[src/sv/slash_command_token_parser_defines.svh]
// assertion macros shared by the parser modules
`ifndef SLASH_COMMAND_TOKEN_PARSER_DEFINES_SVH
`define SLASH_COMMAND_TOKEN_PARSER_DEFINES_SVH

`ifndef ASSERT_OFF
`define SCP_ASSERT_IMP(lbl, ante, cons) \
  lbl: assert property (@(posedge clk) disable iff (rst) (ante) |-> (cons)) \
    else $error("scp assertion failed");
`define SCP_ASSERT_NXT(lbl, ante, cons) \
  lbl: assert property (@(posedge clk) disable iff (rst) (ante) |=> (cons)) \
    else $error("scp assertion failed");
`else
`define SCP_ASSERT_IMP(lbl, ante, cons)
`define SCP_ASSERT_NXT(lbl, ante, cons)
`endif

`endif

[src/sv/scp_pkg.sv]
`timescale 1ns / 1ps
package scp_pkg;

  localparam int MAX_VALUES      = 8;
  localparam int MAX_TOKEN_CHARS = 8;

  // result queue
  localparam int RES_DEPTH = 4;
  localparam int RES_PTR_W = $clog2(RES_DEPTH);
  localparam int RES_CNT_W = $clog2(RES_DEPTH + 1);

  typedef struct packed {
    logic        is_value;
    logic [15:0] number;
    logic        final_result;
    logic        parse_ok;
    logic [1:0]  request_kind;
    logic [1:0]  section;
    logic [1:0]  detail_one;
    logic [2:0]  detail_two;
    logic [3:0]  values_seen;
  } result_t;

  // up to two results come out of one byte
  typedef struct packed {
    logic [1:0] n;
    result_t    first;
    result_t    second;
  } push_t;

endpackage

[src/sv/scp_cmd_if.sv]
`timescale 1ns / 1ps
interface scp_cmd_if;
  logic       valid;
  logic       ready;
  logic [7:0] char_in;
  logic       end_of_message;

  modport source (output valid, output char_in, output end_of_message, input ready);
  modport sink (input valid, input char_in, input end_of_message, output ready);
endinterface

[src/sv/scp_res_if.sv]
`timescale 1ns / 1ps
interface scp_res_if;
  logic        valid;
  logic        ready;
  logic        is_value;
  logic [15:0] number;
  logic        final_result;
  logic        parse_ok;
  logic [1:0]  request_kind;
  logic [1:0]  section;
  logic [1:0]  detail_one;
  logic [2:0]  detail_two;
  logic [3:0]  values_seen;

  modport source (
    output valid, output is_value, output number, output final_result, output parse_ok,
    output request_kind, output section, output detail_one, output detail_two,
    output values_seen, input ready
  );
  modport sink (
    input valid, input is_value, input number, input final_result, input parse_ok,
    input request_kind, input section, input detail_one, input detail_two,
    input values_seen, output ready
  );
endinterface

[src/sv/scp_core.sv]
`timescale 1ns / 1ps
`include "slash_command_token_parser_defines.svh"
module scp_core
  import scp_pkg::*;
(
  input  logic       clk,
  input  logic       rst,
  input  logic       accept,
  input  logic [7:0] char_in,
  input  logic       end_of_message,
  output push_t      push
);

  typedef enum logic [2:0] {
    PH_HDR_START, PH_HDR_TOKEN, PH_VAL_START, PH_VAL_TOKEN, PH_FINISHED, PH_HALTED
  } phase_t;

  typedef enum logic [1:0] {SC_LEADING, SC_POSITIVE, SC_NEGATIVE, SC_STOPPED} sc_t;

  typedef struct packed {
    sc_t         sc;
    logic [15:0] acc;
  } scan_t;

  localparam logic [7:0] CH_SLASH = 8'h2f;
  localparam logic [7:0] CH_EQ    = 8'h3d;
  localparam logic [7:0] CH_PLUS  = 8'h2b;
  localparam logic [7:0] CH_MINUS = 8'h2d;
  localparam logic [7:0] CH_SPACE = 8'h20;
  localparam logic [7:0] CH_ZERO  = 8'h30;
  localparam logic [7:0] CH_NINE  = 8'h39;
  localparam logic [7:0] CH_TAB   = 8'h09;
  localparam logic [7:0] CH_CR    = 8'h0d;

  localparam logic [15:0] CODE_GT = 16'h6774;
  localparam logic [15:0] CODE_PT = 16'h7074;
  localparam logic [15:0] CODE_PG = 16'h7067;
  localparam logic [15:0] CODE_TM = 16'h746d;
  localparam logic [15:0] CODE_RL = 16'h726c;
  localparam logic [15:0] CODE_PN = 16'h706e;
  localparam logic [15:0] CODE_MD = 16'h6d64;
  localparam logic [15:0] CODE_ON = 16'h6f6e;
  localparam logic [15:0] CODE_OF = 16'h6f66;
  localparam logic [15:0] CODE_RT = 16'h7274;
  localparam logic [15:0] CODE_AC = 16'h6163;

  localparam logic [1:0] KIND_GET  = 2'd1;
  localparam logic [1:0] KIND_POST = 2'd2;
  localparam logic [1:0] KIND_PING = 2'd3;
  localparam logic [1:0] SEC_TIME  = 2'd1;
  localparam logic [1:0] SEC_RELAY = 2'd2;
  localparam logic [1:0] D1_PIN    = 2'd1;
  localparam logic [1:0] D1_MODE   = 2'd2;
  localparam logic [2:0] D2_ON     = 3'd1;
  localparam logic [2:0] D2_OFF    = 3'd2;
  localparam logic [2:0] D2_REPEAT = 3'd3;
  localparam logic [2:0] D2_ACTIVE = 3'd4;

  localparam logic [3:0] TOK_LIMIT = 4'(MAX_TOKEN_CHARS - 1);
  localparam logic [3:0] VAL_LIMIT = 4'(MAX_VALUES);

  phase_t      phase, phase_next;
  logic [3:0]  token_length, token_length_next;
  logic [15:0] first_two_chars, first_two_chars_next;
  logic [15:0] digit_accumulator, digit_accumulator_next;
  sc_t         sign_and_digits_seen, sign_and_digits_seen_next;
  logic        good_flag, good_flag_next;
  logic [1:0]  kind_reg, kind_reg_next;
  logic [1:0]  section_reg, section_reg_next;
  logic [1:0]  detail_one_reg, detail_one_reg_next;
  logic [2:0]  detail_two_reg, detail_two_reg_next;
  logic [3:0]  value_count, value_count_next;
  logic        emit_value;
  scan_t       scan_res;
  result_t     val_res, sum_res;

  // atoi-style step, one byte
  function automatic scan_t scan_byte(input sc_t sc, input logic [15:0] acc,
                                      input logic [7:0] ch);
    scan_t       r;
    logic        digit;
    logic [15:0] d;
    logic [15:0] acc10;
    r     = '{sc: sc, acc: acc};
    digit = (ch >= CH_ZERO) && (ch <= CH_NINE);
    d     = {12'd0, 4'(ch - CH_ZERO)};
    acc10 = {acc[12:0], 3'b000} + {acc[14:0], 1'b0};
    case (sc)
      SC_LEADING: begin
        if (ch == CH_SPACE || (ch >= CH_TAB && ch <= CH_CR)) begin
          r.sc = SC_LEADING;
        end else if (ch == CH_PLUS) begin
          r.sc = SC_POSITIVE;
        end else if (ch == CH_MINUS) begin
          r.sc = SC_NEGATIVE;
        end else if (digit) begin
          r.acc = d;
          r.sc  = SC_POSITIVE;
        end else begin
          r.sc = SC_STOPPED;
        end
      end
      SC_POSITIVE: begin
        if (digit) r.acc = acc10 + d;
        else r.sc = SC_STOPPED;
      end
      SC_NEGATIVE: begin
        if (digit) r.acc = acc10 - d;
        else r.sc = SC_STOPPED;
      end
      default: r = '{sc: sc, acc: acc};
    endcase
    return r;
  endfunction

  always_comb begin
    phase_next                = phase;
    token_length_next         = token_length;
    first_two_chars_next      = first_two_chars;
    digit_accumulator_next    = digit_accumulator;
    sign_and_digits_seen_next = sign_and_digits_seen;
    good_flag_next            = good_flag;
    kind_reg_next             = kind_reg;
    section_reg_next          = section_reg;
    detail_one_reg_next       = detail_one_reg;
    detail_two_reg_next       = detail_two_reg;
    value_count_next          = value_count;
    emit_value                = 1'b0;
    scan_res                  = '{sc: sign_and_digits_seen, acc: digit_accumulator};

    case (phase)
      PH_HDR_START: begin
        if (char_in == CH_SLASH) begin
          phase_next = PH_FINISHED;
        end else if (char_in == CH_EQ) begin
          phase_next = PH_VAL_START;
        end else begin
          first_two_chars_next = {char_in, 8'h00};
          token_length_next    = 4'd1;
          phase_next           = PH_HDR_TOKEN;
        end
      end
      PH_HDR_TOKEN: begin
        if (char_in == CH_SLASH) begin
          phase_next = PH_HDR_START;
          if (token_length != 4'd2) begin
            phase_next     = PH_HALTED;
            good_flag_next = 1'b0;
          end else begin
            case (first_two_chars)
              CODE_GT: kind_reg_next       = KIND_GET;
              CODE_PT: kind_reg_next       = KIND_POST;
              CODE_PG: kind_reg_next       = KIND_PING;
              CODE_TM: section_reg_next    = SEC_TIME;
              CODE_RL: section_reg_next    = SEC_RELAY;
              CODE_PN: detail_one_reg_next = D1_PIN;
              CODE_MD: detail_one_reg_next = D1_MODE;
              CODE_ON: detail_two_reg_next = D2_ON;
              CODE_OF: detail_two_reg_next = D2_OFF;
              CODE_RT: detail_two_reg_next = D2_REPEAT;
              CODE_AC: detail_two_reg_next = D2_ACTIVE;
              default: begin
                phase_next     = PH_HALTED;
                good_flag_next = 1'b0;
              end
            endcase
          end
        end else if (token_length >= TOK_LIMIT) begin
          phase_next     = PH_HALTED;
          good_flag_next = 1'b0;
        end else begin
          if (token_length == 4'd1) first_two_chars_next = {first_two_chars[15:8], char_in};
          token_length_next = token_length + 4'd1;
        end
      end
      PH_VAL_START: begin
        if (char_in == CH_SLASH) begin
          phase_next = PH_FINISHED;
        end else begin
          scan_res                  = scan_byte(SC_LEADING, 16'd0, char_in);
          digit_accumulator_next    = scan_res.acc;
          sign_and_digits_seen_next = scan_res.sc;
          token_length_next         = 4'd1;
          phase_next                = PH_VAL_TOKEN;
        end
      end
      PH_VAL_TOKEN: begin
        if (char_in == CH_SLASH) begin
          if (value_count < VAL_LIMIT) begin
            value_count_next = value_count + 4'd1;
            emit_value       = 1'b1;
            phase_next       = PH_VAL_START;
          end else begin
            phase_next     = PH_HALTED;
            good_flag_next = 1'b0;
          end
        end else if (token_length >= TOK_LIMIT) begin
          phase_next     = PH_HALTED;
          good_flag_next = 1'b0;
        end else begin
          scan_res                  = scan_byte(sign_and_digits_seen, digit_accumulator, char_in);
          digit_accumulator_next    = scan_res.acc;
          sign_and_digits_seen_next = scan_res.sc;
          token_length_next         = token_length + 4'd1;
        end
      end
      default: begin
        phase_next = phase;
      end
    endcase
  end

  always_comb begin
    val_res = '{is_value: 1'b1, number: digit_accumulator, final_result: 1'b0,
                parse_ok: 1'b1, request_kind: kind_reg, section: section_reg,
                detail_one: detail_one_reg, detail_two: detail_two_reg,
                values_seen: value_count_next};
    sum_res = '{is_value: 1'b0, number: 16'd0, final_result: 1'b1,
                parse_ok: good_flag_next && (phase_next == PH_FINISHED),
                request_kind: kind_reg_next, section: section_reg_next,
                detail_one: detail_one_reg_next, detail_two: detail_two_reg_next,
                values_seen: value_count_next};
    push.first  = emit_value ? val_res : sum_res;
    push.second = sum_res;
    push.n      = 2'd0;
    if (accept) push.n = 2'({1'b0, emit_value} + {1'b0, end_of_message});
  end

  always_ff @(posedge clk) begin
    if (rst || (accept && end_of_message)) begin
      phase                <= PH_HDR_START;
      token_length         <= 4'd0;
      first_two_chars      <= 16'd0;
      digit_accumulator    <= 16'd0;
      sign_and_digits_seen <= SC_LEADING;
      good_flag            <= 1'b1;
      kind_reg             <= 2'd0;
      section_reg          <= 2'd0;
      detail_one_reg       <= 2'd0;
      detail_two_reg       <= 3'd0;
      value_count          <= 4'd0;
    end else if (accept) begin
      phase                <= phase_next;
      token_length         <= token_length_next;
      first_two_chars      <= first_two_chars_next;
      digit_accumulator    <= digit_accumulator_next;
      sign_and_digits_seen <= sign_and_digits_seen_next;
      good_flag            <= good_flag_next;
      kind_reg             <= kind_reg_next;
      section_reg          <= section_reg_next;
      detail_one_reg       <= detail_one_reg_next;
      detail_two_reg       <= detail_two_reg_next;
      value_count          <= value_count_next;
    end
  end

  `SCP_ASSERT_IMP(a_count_limit, 1'b1, value_count <= VAL_LIMIT)
  `SCP_ASSERT_IMP(a_halt_bad, phase == PH_HALTED, !good_flag)
  `SCP_ASSERT_NXT(a_msg_clear, accept && end_of_message,
                  phase == PH_HDR_START && value_count == 4'd0 && good_flag)
  `SCP_ASSERT_IMP(a_two_means_last, push.n == 2'd2, end_of_message && emit_value)

endmodule

[src/sv/scp_res_queue.sv]
`timescale 1ns / 1ps
`include "slash_command_token_parser_defines.svh"
module scp_res_queue
  import scp_pkg::*;
(
  input  logic    clk,
  input  logic    rst,
  input  push_t   push,
  input  logic    pop,
  output logic    room,
  output logic    valid,
  output result_t head
);

  result_t                mem [RES_DEPTH];
  logic [RES_PTR_W-1:0]   wr_ptr;
  logic [RES_PTR_W-1:0]   rd_ptr;
  logic [RES_CNT_W-1:0]   count;
  logic                   do_pop;

  assign valid  = (count != '0);
  assign head   = mem[rd_ptr];
  assign do_pop = pop && valid;
  // two free slots so a value and a summary fit behind any waiting beat
  assign room   = (count <= RES_CNT_W'(RES_DEPTH - 2));

  always_ff @(posedge clk) begin
    if (push.n != 2'd0) mem[wr_ptr] <= push.first;
    if (push.n == 2'd2) mem[wr_ptr + RES_PTR_W'(1)] <= push.second;
  end

  always_ff @(posedge clk) begin
    if (rst) begin
      wr_ptr <= '0;
      rd_ptr <= '0;
      count  <= '0;
    end else begin
      wr_ptr <= wr_ptr + RES_PTR_W'(push.n);
      if (do_pop) rd_ptr <= rd_ptr + RES_PTR_W'(1);
      count <= count + RES_CNT_W'(push.n) - RES_CNT_W'(do_pop);
    end
  end

  `SCP_ASSERT_IMP(a_no_overflow, 1'b1, count <= RES_CNT_W'(RES_DEPTH))
  `SCP_ASSERT_IMP(a_push_room, push.n != 2'd0, room)
  `SCP_ASSERT_IMP(a_push_n_legal, 1'b1, push.n != 2'd3)

endmodule

[src/sv/slash_command_token_parser.sv]
`timescale 1ns / 1ps
// channel  dir  beat contents
// cmd      in   char_in, end_of_message
// result   out  is_value, number, final_result, parse_ok, header fields, values_seen
//
// a byte is parsed in the cycle it is accepted; its results sit in a 4-entry queue
// from the next cycle on. one byte per cycle while cmd.ready is high; a byte that
// closes a value and ends the message makes two result beats, drained one per
// cycle while result.ready is high. cmd.ready drops while fewer than two
// queue slots are free. rst is synchronous and clears parser state and the queue.
module slash_command_token_parser
  import scp_pkg::*;
(
  input logic      clk,
  input logic      rst,
  scp_cmd_if.sink  cmd,
  scp_res_if.source result
);

  push_t   push;
  result_t head;
  logic    room;
  logic    accept;

  assign cmd.ready = room;
  assign accept    = cmd.valid && room;

  scp_core u_core (
    .clk            (clk),
    .rst            (rst),
    .accept         (accept),
    .char_in        (cmd.char_in),
    .end_of_message (cmd.end_of_message),
    .push           (push)
  );

  scp_res_queue u_queue (
    .clk   (clk),
    .rst   (rst),
    .push  (push),
    .pop   (result.ready),
    .room  (room),
    .valid (result.valid),
    .head  (head)
  );

  assign result.is_value     = head.is_value;
  assign result.number       = head.number;
  assign result.final_result = head.final_result;
  assign result.parse_ok     = head.parse_ok;
  assign result.request_kind = head.request_kind;
  assign result.section      = head.section;
  assign result.detail_one   = head.detail_one;
  assign result.detail_two   = head.detail_two;
  assign result.values_seen  = head.values_seen;

endmodule

[src/flat_wrapper.sv]
// flat-port wrapper written by rule: the top's interface ports become plain ports
module slash_command_token_parser_flat import scp_pkg::*;
  (clk, rst, cmd_valid, cmd_char_in, cmd_end_of_message, cmd_ready, result_valid, result_is_value, result_number, result_final_result, result_parse_ok, result_request_kind, result_section, result_detail_one, result_detail_two, result_values_seen, result_ready);
  scp_cmd_if cmd_i ();
  scp_res_if result_i ();
  input logic clk;
  input logic rst;
  input wire logic [$bits(cmd_i.valid)-1:0] cmd_valid;
  input wire logic [$bits(cmd_i.char_in)-1:0] cmd_char_in;
  input wire logic [$bits(cmd_i.end_of_message)-1:0] cmd_end_of_message;
  output wire logic [$bits(cmd_i.ready)-1:0] cmd_ready;
  output wire logic [$bits(result_i.valid)-1:0] result_valid;
  output wire logic [$bits(result_i.is_value)-1:0] result_is_value;
  output wire logic [$bits(result_i.number)-1:0] result_number;
  output wire logic [$bits(result_i.final_result)-1:0] result_final_result;
  output wire logic [$bits(result_i.parse_ok)-1:0] result_parse_ok;
  output wire logic [$bits(result_i.request_kind)-1:0] result_request_kind;
  output wire logic [$bits(result_i.section)-1:0] result_section;
  output wire logic [$bits(result_i.detail_one)-1:0] result_detail_one;
  output wire logic [$bits(result_i.detail_two)-1:0] result_detail_two;
  output wire logic [$bits(result_i.values_seen)-1:0] result_values_seen;
  input wire logic [$bits(result_i.ready)-1:0] result_ready;
  assign cmd_i.valid = cmd_valid;
  assign cmd_i.char_in = cmd_char_in;
  assign cmd_i.end_of_message = cmd_end_of_message;
  assign cmd_ready = cmd_i.ready;
  assign result_valid = result_i.valid;
  assign result_is_value = result_i.is_value;
  assign result_number = result_i.number;
  assign result_final_result = result_i.final_result;
  assign result_parse_ok = result_i.parse_ok;
  assign result_request_kind = result_i.request_kind;
  assign result_section = result_i.section;
  assign result_detail_one = result_i.detail_one;
  assign result_detail_two = result_i.detail_two;
  assign result_values_seen = result_i.values_seen;
  assign result_i.ready = result_ready;
  slash_command_token_parser u_core (.clk(clk), .rst(rst), .cmd(cmd_i), .result(result_i));
endmodule
[config.mk]
export PLATFORM = sky130hd
export DESIGN_NAME = slash_command_token_parser_flat
export DESIGN_NICKNAME = d
export VERILOG_FILES = /design/src/sv/scp_pkg.sv /design/src/sv/scp_cmd_if.sv /design/src/sv/scp_res_if.sv /design/src/sv/scp_core.sv /design/src/sv/scp_res_queue.sv /design/src/sv/slash_command_token_parser.sv /design/src/flat_wrapper.sv
export VERILOG_INCLUDE_DIRS = /design/src /design/src/sv
export SDC_FILE = /design/constraint.sdc
export NUM_CORES = 1
export LEC_CHECK = 0
export ABC_CLOCK_PERIOD_IN_PS = 5000
export BUFFER_PORTS_ARGS = -buffer_cell sky130_fd_sc_hd__buf_4
export CORE_MARGIN = 2
export CORE_UTILIZATION = 40
export DETAILED_ROUTE_END_ITERATION = 6
export PLACE_DENSITY = 0.58
export SETUP_SLACK_MARGIN = 0.05
export SLEW_MARGIN = 30
export SYNTH_ARGS = -nofsm -noshare
export SYNTH_HDL_FRONTEND = slang
export SYNTH_SLANG_ARGS = --single-unit
[constraint.sdc]
create_clock -name clk -period 5 [get_ports clk]
set_clock_uncertainty 0.05 [all_clocks]
set_input_delay 0.25 -clock clk [delete_from_list [all_inputs] [get_ports clk]]
set_output_delay 0.25 -clock clk [all_outputs]
set_load 0.05 [all_outputs]
==> flow_results.xml, run 1 <==
<?xml version="1.0" encoding="UTF-8"?>
<metrics>
  <group name="clocking">
    <metric name="tritoncts.num_buffers" unit="">17</metric>
    <metric name="clkLatencyLatePin" unit="ns">0.43</metric>
    <metric name="clk_pin_slew" unit="ns">0.08</metric>
    <metric name="htreeDepth" unit="">4</metric>
    <metric name="ctsRootBufferMaster" unit="">sky130_fd_sc_hd__clkbuf_16</metric>
    <metric name="cts_num_sinks" unit="">192</metric>
    <metric name="cts_tree" unit="">built</metric>
    <metric name="post_cts.repair.setup_buffers" unit="">0</metric>
    <metric name="clock_tree_buf_depth" unit="">2</metric>
  </group>
  <group name="setup_path">
    <metric name="setup.reg_to_reg.worst_slack" unit="ns">1.23</metric>
    <metric name="critical_path.slowest_cell" unit="">sky130_fd_sc_hd__or4_1</metric>
    <metric name="worst-path-max-fanout" unit="">9</metric>
    <metric name="worstPathRequired" unit="ns">5.24</metric>
    <metric name="critical_path.max_stage_delay" unit="ns">0.62</metric>
    <metric name="cp_cell_sequence" unit="">ha_1 &gt; inv_1 &gt; fa_1 &gt; nand2b_1 &gt; a21oi_1 &gt; xnor2_4 &gt; nand3_1 &gt; or4_1 &gt; o211ai_1 &gt; nor4b_1 &gt; nor3_1</metric>
    <metric name="path_depth" unit="">11</metric>
    <metric name="critPathTopFamily" unit="">simple AND/OR/NAND/NOR gates</metric>
    <metric name="timing.rr.end" unit="">u_core.u_core.digit_accumulator[12]</metric>
    <metric name="ff2ff_path_depth" unit="">11</metric>
    <metric name="worstSetupStartpointType" unit="">register</metric>
    <metric name="worst-path-buf-inv" unit="">1</metric>
    <metric name="worst_setup_path_end_kind" unit="">register</metric>
    <metric name="worst_ep_arrival_time" unit="ns">4.00</metric>
    <metric name="critical_path_class" unit="">register to register</metric>
    <metric name="rr_startpoint" unit="">u_core.u_core.digit_accumulator[0]</metric>
  </group>
  <group name="global_routing">
    <metric name="wire_length_of_the_first_global_routing_pass" unit="mm">40.52</metric>
    <metric name="gr-total-overflow" unit="">0</metric>
    <metric name="grt_usage" unit="%">19.25</metric>
    <metric name="grt_pass1_vias" unit="">7566</metric>
    <metric name="grt_antenna_before_repair" unit="">0</metric>
    <metric name="grt_max_degree" unit="">73</metric>
  </group>
  <group name="placement">
    <metric name="gp_congestion" unit="">0.8583</metric>
    <metric name="postPlaceCellArea" unit="um2">10700</metric>
    <metric name="numPortBuffers" unit="">46</metric>
    <metric name="post-place-ws" unit="ns">1.276</metric>
    <metric name="detailed_place_hpwl" unit="mm">17.24</metric>
  </group>
  <group name="layout">
    <metric name="insertedDiodeCount" unit="">0</metric>
    <metric name="fill_cells" unit="">2377</metric>
    <metric name="multi_input_area" unit="um2">5294</metric>
    <metric name="layout.nets" unit="">1083</metric>
    <metric name="registers.top_by_ff_count" unit="">u_core.u_queue.mem</metric>
    <metric name="syn_to_final_growth" unit="%">11.76</metric>
    <metric name="seqCellArea" unit="um2">4405</metric>
    <metric name="reg.largest.list" unit="">u_core.u_queue.mem: 128 flops, u_core.u_core.digit_accumulator: 16 flops, u_core.u_core.first_two_chars: 16 flops</metric>
    <metric name="drive_gt1_share" unit="%">13.74</metric>
    <metric name="largest_register_ffs" unit="">128</metric>
    <metric name="stdcell_area" unit="um2">11290</metric>
  </group>
  <group name="routing">
    <metric name="detailedRoute.firstIterationViolations" unit="">481</metric>
    <metric name="postRouteWirelength" unit="mm">25.39</metric>
    <metric name="wl_per_cell" unit="um">18.43</metric>
    <metric name="num_vias" unit="">7970</metric>
    <metric name="drtPass1Iterations" unit="">5</metric>
    <metric name="drc" unit="">0</metric>
    <metric name="route.detailed.vias_per_inst" unit="">5.784</metric>
    <metric name="postRouteAntennaNets" unit="">0</metric>
  </group>
  <group name="sta">
    <metric name="slew_headroom" unit="%">37.33</metric>
    <metric name="setup_slack" unit="ns">1.233</metric>
    <metric name="tightestPinTransition" unit="ns">0.9400</metric>
    <metric name="tns" unit="ns">0</metric>
    <metric name="hold_viol" unit="">0</metric>
    <metric name="timing_max_transition_violations_final" unit="">0</metric>
    <metric name="fmax" unit="MHz">265.4</metric>
    <metric name="finalCritPeriodShare" unit="%">75.35</metric>
    <metric name="grt_setup_unrepaired" unit="">false</metric>
    <metric name="timing.hold.ws" unit="ns">0.05309</metric>
    <metric name="final_critical_path_time_including_i_o_delays_and_setup" unit="ns">3.767</metric>
    <metric name="setup_violations" unit="">0</metric>
  </group>
  <group name="flow_run">
    <metric name="total_of_max_cap_violations" unit="">0</metric>
  </group>
  <group name="synth">
    <metric name="synth.lib_cells_used.distinct" unit="">82</metric>
    <metric name="post_synth_instance_area" unit="um2">10100</metric>
    <metric name="synth.yosys.seq_area_share" unit="%">43.61</metric>
    <metric name="yosys_warnings" unit="">0</metric>
    <metric name="async_flop_share" unit="%">0</metric>
    <metric name="synth.cells.most_frequent" unit="">sky130_fd_sc_hd__dfxtp_1, sky130_fd_sc_hd__nor2_1, sky130_fd_sc_hd__a32o_1, sky130_fd_sc_hd__nand2_1, sky130_fd_sc_hd__a21oi_1</metric>
    <metric name="synth-edff-count" unit="">56</metric>
    <metric name="average_instance_area_after_synthesis" unit="um2">9.871</metric>
    <metric name="post-synth-top-count-cell" unit="">sky130_fd_sc_hd__dfxtp_1</metric>
    <metric name="synth_nets" unit="">1071</metric>
    <metric name="dominant_synthesized_flop_cell" unit="">sky130_fd_sc_hd__dfxtp_1</metric>
    <metric name="synth_top_cell_by_area" unit="">sky130_fd_sc_hd__dfxtp_1</metric>
    <metric name="synth_top_area_share" unit="%">26.96</metric>
    <metric name="synth.top_cells.by_area" unit="">sky130_fd_sc_hd__dfxtp_1, sky130_fd_sc_hd__edfxtp_1, sky130_fd_sc_hd__mux4_2</metric>
    <metric name="synth-seq-cells" unit="">192</metric>
    <metric name="post_synth_inst_count" unit="">1023</metric>
  </group>
  <group name="floorplan">
    <metric name="die-area" unit="um2">26530</metric>
    <metric name="start_util" unit="%">40.45</metric>
    <metric name="ports" unit="">47</metric>
    <metric name="die_h" unit="um">162.9</metric>
    <metric name="core-area" unit="um2">24960</metric>
    <metric name="die_width" unit="um">162.9</metric>
    <metric name="core.rowCount" unit="">58</metric>
  </group>
  <group name="run_status">
    <metric name="status" unit="">completed</metric>
  </group>
  <group name="power_and_ir_drop">
    <metric name="max-vdd-ir-drop" unit="uV">246.3</metric>
    <metric name="p_per_area" unit="nW/um2">365.1</metric>
    <metric name="report.power.total" unit="W">0.004121</metric>
    <metric name="leakagePower" unit="nW">3.907</metric>
  </group>
  <group name="worst_hold_path">
    <metric name="hp-start" unit="">cmd_char_in[7]</metric>
    <metric name="hold_path.class" unit="">primary input to register</metric>
    <metric name="min_path_cells" unit="">3</metric>
    <metric name="whs_endpoint" unit="">u_core.u_core.first_two_chars[15]</metric>
  </group>
</metrics>
==> cell usage in the layout (no fill, tap or decap), drive strengths merged, types with 5 or more instances in the layout <==
cell / n
nand2: 62
ha: 31
nand3b: 6
a21boi: 5
o31ai: 5
a21o: 7
or2: 5
a32o: 64
a211oi: 14
mux2i: 7
o21a: 6
nor2b: 13
a21oi: 58
and2: 8
clkinv: 5
o22ai: 5
nor2: 128
and3: 5
nor3: 28
buf: 60
a31oi: 8
xor2: 15
or3: 5
inv: 42
o21ai: 44
xnor2: 21
dfxtp: 136
edfxtp: 56
nor4: 17
or4: 5
a22oi: 6
nand4: 10
nand3: 36
nand2b: 11
mux4: 32
clkbuf: 17
==> routing by layer <==
| layer | GRT usage, % | wire [um] |
|---|---|---|
| met5 | 0 | 0 |
| met4 | 4.063 | 239 |
| met3 | 3.030 | 746 |
| met2 | 32.30 | 12180 |
| met1 | 26.35 | 12230 |
==> repair_timing <==
| action | 4_1_cts | 5_1_grt |
|---|---|---|
| hold endpoints to repair | 2 | 0 |
| hold buffers | 1 | 0 |
| resized for setup | 0 | 0 |
==> report_power, final <==
| part | internal (W) | switching [W] | total (W) | leakage, nW |
|---|---|---|---|---|
| sequential | 0.00168 | 0.000108 | 0.00179 | 1.58 |
| combinational | 0.000374 | 0.000613 | 0.000987 | 2.06 |
| clock | 0.000703 | 0.000642 | 0.00135 | 0.272 |
| total | 0.00276 | 0.00136 | 0.00412 | 3.91 |
==> stage by stage <==
stage / utilization [%] / cells
4_1_cts: 45.21 / 1378
3_5_place_dp: 42.87 / 1345
6_report: 45.21 / 1378
2_1_floorplan: - / 1023
5_1_grt: 45.21 / 1378
3_3_place_gp: 42.87 / 1345
==> worst max path at each step <==
stage | endpoint | startpoint | slack, ns
floorplan | u_core.u_queue.count[2] | cmd_char_in[6] | 1.35
detailed placement | u_core.u_queue.mem[1][9] | cmd_char_in[6] | 1.28
global placement | u_core.u_queue.mem[1][5] | cmd_char_in[6] | 1.31
CTS | u_core.u_core.digit_accumulator[12] | u_core.u_core.digit_accumulator[0] | 1.28
global route | u_core.u_core.digit_accumulator[12] | u_core.u_core.digit_accumulator[0] | 0.97
finish | u_core.u_core.digit_accumulator[12] | u_core.u_core.digit_accumulator[0] | 1.23
==> layout make-up <==
cell class                      count  area share (%)
Clock buffer                       17           3.769
Clock inverter                     15           1.319
Inverter                           37           1.231
Multi-Input combinational cell    726           46.91
Sequential cell                   192           39.04
Tap cell                          330           3.659
Timing Repair Buffer               61           4.080
==> worst register-to-register path, delay by kind of cell, from the launching register on <==
kind / cells / cell delay, ns
AO/OA/AOI/OAI: 2 / 0.54
XOR/XNOR: 1 / 0.23
AND/OR/NAND/NOR: 5 / 1.50
flip-flops: 1 / 0.55
buffers and inverters: 1 / 0.05
adder cells (fa/ha/maj): 2 / 0.70
==> kinds of logic after synthesis <==
logic type                 after synthesis  synth area share [%]
and+or+nand+nor                        355                 17.26
AOI/OAI and AO/OA                      257                 18.77
DFF                                    192                 43.61
buffers and inverters                  105                 4.064
muxes                                   43                 8.277
xor gates and xnor gates                36                 3.383
adders and majority gates               35                 4.634
(Power assumes the default switching activity.)
==> run 2, diff against run 1 <==
Settings changed: ABC_CLOCK_PERIOD_IN_PS 5000 to 3000, PLACE_DENSITY 0.58 to 0.6.
Clock period 5 ns to 3 ns, I/O delays scaled along.
==> run 2 against run 1 <==
  * Worst setup slack got worse by 1.2 ns
  * Hold slack improved by 0.020 ns
  * Critical path type unchanged
  * Register-to-register slack got worse by 1.2 ns
  * The run now ends with negative setup slack left
  * Non-clock buffer count rose by 92
  * Sequential power rose by 62%
  * Die area is the same
  * Core utilization up 4.5 points
  * Critical path depth unchanged
==> flow_results.xml, run 2 (synthesis results as in run 1) <==
<?xml version="1.0" encoding="UTF-8"?>
<metrics>
  <group name="clocking">
    <metric name="cts_num_sinks" unit="">192</metric>
    <metric name="clock_tree_buf_depth" unit="">2</metric>
    <metric name="tritoncts.num_buffers" unit="">17</metric>
    <metric name="clk_pin_slew" unit="ns">0.08</metric>
    <metric name="ctsRootBufferMaster" unit="">sky130_fd_sc_hd__clkbuf_16</metric>
    <metric name="cts_tree" unit="">built</metric>
    <metric name="clkLatencyLatePin" unit="ns">0.44</metric>
    <metric name="htreeDepth" unit="">4</metric>
  </group>
  <group name="sta">
    <metric name="grt_setup_unrepaired" unit="">true</metric>
    <metric name="finalCritPeriodShare" unit="%">100.0</metric>
    <metric name="final_critical_path_time_including_i_o_delays_and_setup" unit="ns">3.000</metric>
    <metric name="setup_slack" unit="ns">-0.000008660</metric>
    <metric name="setup_violations" unit="">1</metric>
    <metric name="fmax" unit="MHz">333.3</metric>
    <metric name="tightestPinTransition" unit="ns">0.8192</metric>
    <metric name="slew_headroom" unit="%">43.97</metric>
    <metric name="hold_viol" unit="">0</metric>
    <metric name="timing_max_transition_violations_final" unit="">0</metric>
    <metric name="tns" unit="ns">-0.000008660</metric>
  </group>
  <group name="floorplan">
    <metric name="die-area" unit="um2">26530</metric>
    <metric name="ports" unit="">47</metric>
    <metric name="start_util" unit="%">40.45</metric>
    <metric name="core-area" unit="um2">24960</metric>
    <metric name="core.rowCount" unit="">58</metric>
    <metric name="die_width" unit="um">162.9</metric>
    <metric name="die_h" unit="um">162.9</metric>
  </group>
  <group name="power_and_ir_drop">
    <metric name="power.internal" unit="W">0.004763</metric>
    <metric name="p_sw" unit="W">0.002347</metric>
    <metric name="p_per_area" unit="nW/um2">572.9</metric>
    <metric name="p_seq_share" unit="%">40.8</metric>
    <metric name="netSwitchingFraction" unit="%">33.01</metric>
    <metric name="max-vdd-ir-drop" unit="uV">398.3</metric>
    <metric name="clkPwrFrac" unit="%">32.0</metric>
    <metric name="power_frac_comb" unit="%">27.2</metric>
    <metric name="leakagePower" unit="nW">4.431</metric>
  </group>
  <group name="setup_path">
    <metric name="worstSetupStartpointType" unit="">register</metric>
    <metric name="worstPathRequired" unit="ns">3.24</metric>
    <metric name="worst-path-max-fanout" unit="">5</metric>
    <metric name="worst_ep_arrival_time" unit="ns">3.24</metric>
    <metric name="worst_setup_path_end_kind" unit="">register</metric>
    <metric name="critical_path.slowest_cell" unit="">sky130_fd_sc_hd__or4_4</metric>
    <metric name="critical_path.max_stage_delay" unit="ns">0.57</metric>
    <metric name="critical_path_class" unit="">register to register</metric>
    <metric name="cp_cell_sequence" unit="">ha_4 &gt; inv_2 &gt; fa_2 &gt; or3_1 &gt; o311a_1 &gt; a21oi_2 &gt; nand3_2 &gt; or4_4 &gt; o41a_1 &gt; o21ai_1 &gt; a31oi_1</metric>
  </group>
  <group name="routing">
    <metric name="postRouteWirelength" unit="mm">26.01</metric>
    <metric name="wl_per_cell" unit="um">17.70</metric>
    <metric name="drtPass1Iterations" unit="">5</metric>
    <metric name="postRouteAntennaNets" unit="">0</metric>
    <metric name="route.detailed.vias_per_inst" unit="">5.644</metric>
    <metric name="drc" unit="">0</metric>
    <metric name="detailedRoute.firstIterationViolations" unit="">632</metric>
    <metric name="num_vias" unit="">8297</metric>
  </group>
  <group name="layout">
    <metric name="syn_to_final_growth" unit="%">22.90</metric>
    <metric name="largest_register_ffs" unit="">128</metric>
    <metric name="insertedDiodeCount" unit="">0</metric>
    <metric name="multi_input_area" unit="um2">5543</metric>
    <metric name="registers.top_by_ff_count" unit="">u_core.u_queue.mem</metric>
    <metric name="drive_gt1_share" unit="%">24.82</metric>
    <metric name="fill_cells" unit="">2299</metric>
    <metric name="most-common-layout-cells" unit="">sky130_fd_sc_hd__buf_4, sky130_fd_sc_hd__dfxtp_1, sky130_fd_sc_hd__nor2_1</metric>
    <metric name="seqCellArea" unit="um2">4414</metric>
    <metric name="reg.largest.list" unit="">u_core.u_queue.mem: 128 flops, u_core.u_core.digit_accumulator: 16 flops, u_core.u_core.first_two_chars: 16 flops</metric>
    <metric name="final_cell_count_no_fill" unit="">1470</metric>
    <metric name="most_frequent_standard_cell_in_the_layout_excluding_fill_and_tap_cells" unit="">sky130_fd_sc_hd__buf_4</metric>
    <metric name="layout.nets" unit="">1175</metric>
  </group>
  <group name="worst_hold_path">
    <metric name="hold_path.class" unit="">primary input to register</metric>
  </group>
  <group name="placement">
    <metric name="numPortBuffers" unit="">46</metric>
    <metric name="gp_congestion" unit="">0.8251</metric>
    <metric name="post-place-cells" unit="">1434</metric>
    <metric name="detailed_place_hpwl" unit="mm">18.21</metric>
  </group>
  <group name="run_status">
    <metric name="violations" unit="">negative setup slack</metric>
    <metric name="status" unit="">complete, but fails checks</metric>
  </group>
  <group name="global_routing">
    <metric name="grt_antenna_before_repair" unit="">0</metric>
    <metric name="gr-total-overflow" unit="">0</metric>
    <metric name="grt_max_degree" unit="">73</metric>
    <metric name="wire_length_of_the_first_global_routing_pass" unit="mm">42.17</metric>
    <metric name="grt_pass1_vias" unit="">7996</metric>
    <metric name="grt_usage" unit="%">19.97</metric>
  </group>
  <group name="flow_run">
    <metric name="total_of_max_cap_violations" unit="">0</metric>
  </group>
</metrics>
run 2: cell count changes in the layout (fill, tap and decap cells not counted), sizes merged:
cell	delta
clkinvlp	+1
inv	-2
buf	+92
clkinv	+1
run 2: cell type report:
cell class	count	area share, %
multi-input cells	726	44.66
clock buffers	17	3.428
flip-flops and latches	192	35.57
well taps	330	3.327
repair buffers	153	10.41
inverters	37	1.270
clock inverters	15	1.331
run 2: final timing paths:
kind | from | end | slack [ns] | cells past startpoint
worst max-delay path | u_core.u_core.digit_accumulator[2] | u_core.u_core.digit_accumulator[14] | -0.000009 | 11
worst min-delay path | cmd_char_in[7] | u_core.u_core.first_two_chars[15] | 0.07 | 4
worst max register to register | u_core.u_core.digit_accumulator[2] | u_core.u_core.digit_accumulator[14] | -0.000009 | 11
worst min register to register | u_core.u_queue.mem[3][31] | u_core.u_queue.mem[3][31] | 0.40 | 2
run 2: power groups by stage:
stage	clock, W	combinational (W)	sequential [W]
global route	0.00241	0.00210	0.00291
CTS	0.00232	0.00194	0.00290
floorplan	0	0.00139	0.00292
global placement	0	0.00192	0.00295
detailed placement	0	0.00193	0.00296
finish	0.00228	0.00193	0.00290
run 2: worst max-delay path: cells and delay by family, from the launching register on:
kind | cells | cell delay, ns
AOI/OAI and AO/OA | 5 | 0.85
and+or+nand+nor | 3 | 1.03
adders and majority gates | 2 | 0.53
DFF | 1 | 0.37
buffers and inverters | 1 | 0.04
run 2: metrics by stage:
stage               cell area (um2)  utilization [%]  power (W)  worst slack, ns  hold WS (ns)
floorplan                     10320                -   0.004310          -0.2829        0.2519
finish                        12410            49.71   0.007110     -0.000008660       0.07319
detailed placement            11640            46.62   0.004886         -0.07511        0.3718
global placement              11640            46.62   0.004870         -0.04249        0.3665
global route                  12410            49.71   0.007425          -0.1238       0.07654
CTS                           12270            49.16   0.007166         -0.02341       0.05607
run 2: metal layers:
metal	up-vias	part of all wire (%)	global-route usage (%)
li1	4068	-	-
met1	4058	47	27.36
met2	148	48	33.51
met3	23	3.0	2.445
met4	0	1.3	5.229
met5	-	0	0
run 2: what timing repair did:
| action | CTS | global route |
|---|---|---|
| endpoints found under the setup margin | 4 | 10 |
| gates resized for setup | 5 | 27 |
| hold buffers | 1 | 0 |
| hold endpoints to repair | 9 | 0 |
| pin swaps | 2 | 13 |
| setup buffers | 2 | 1 |
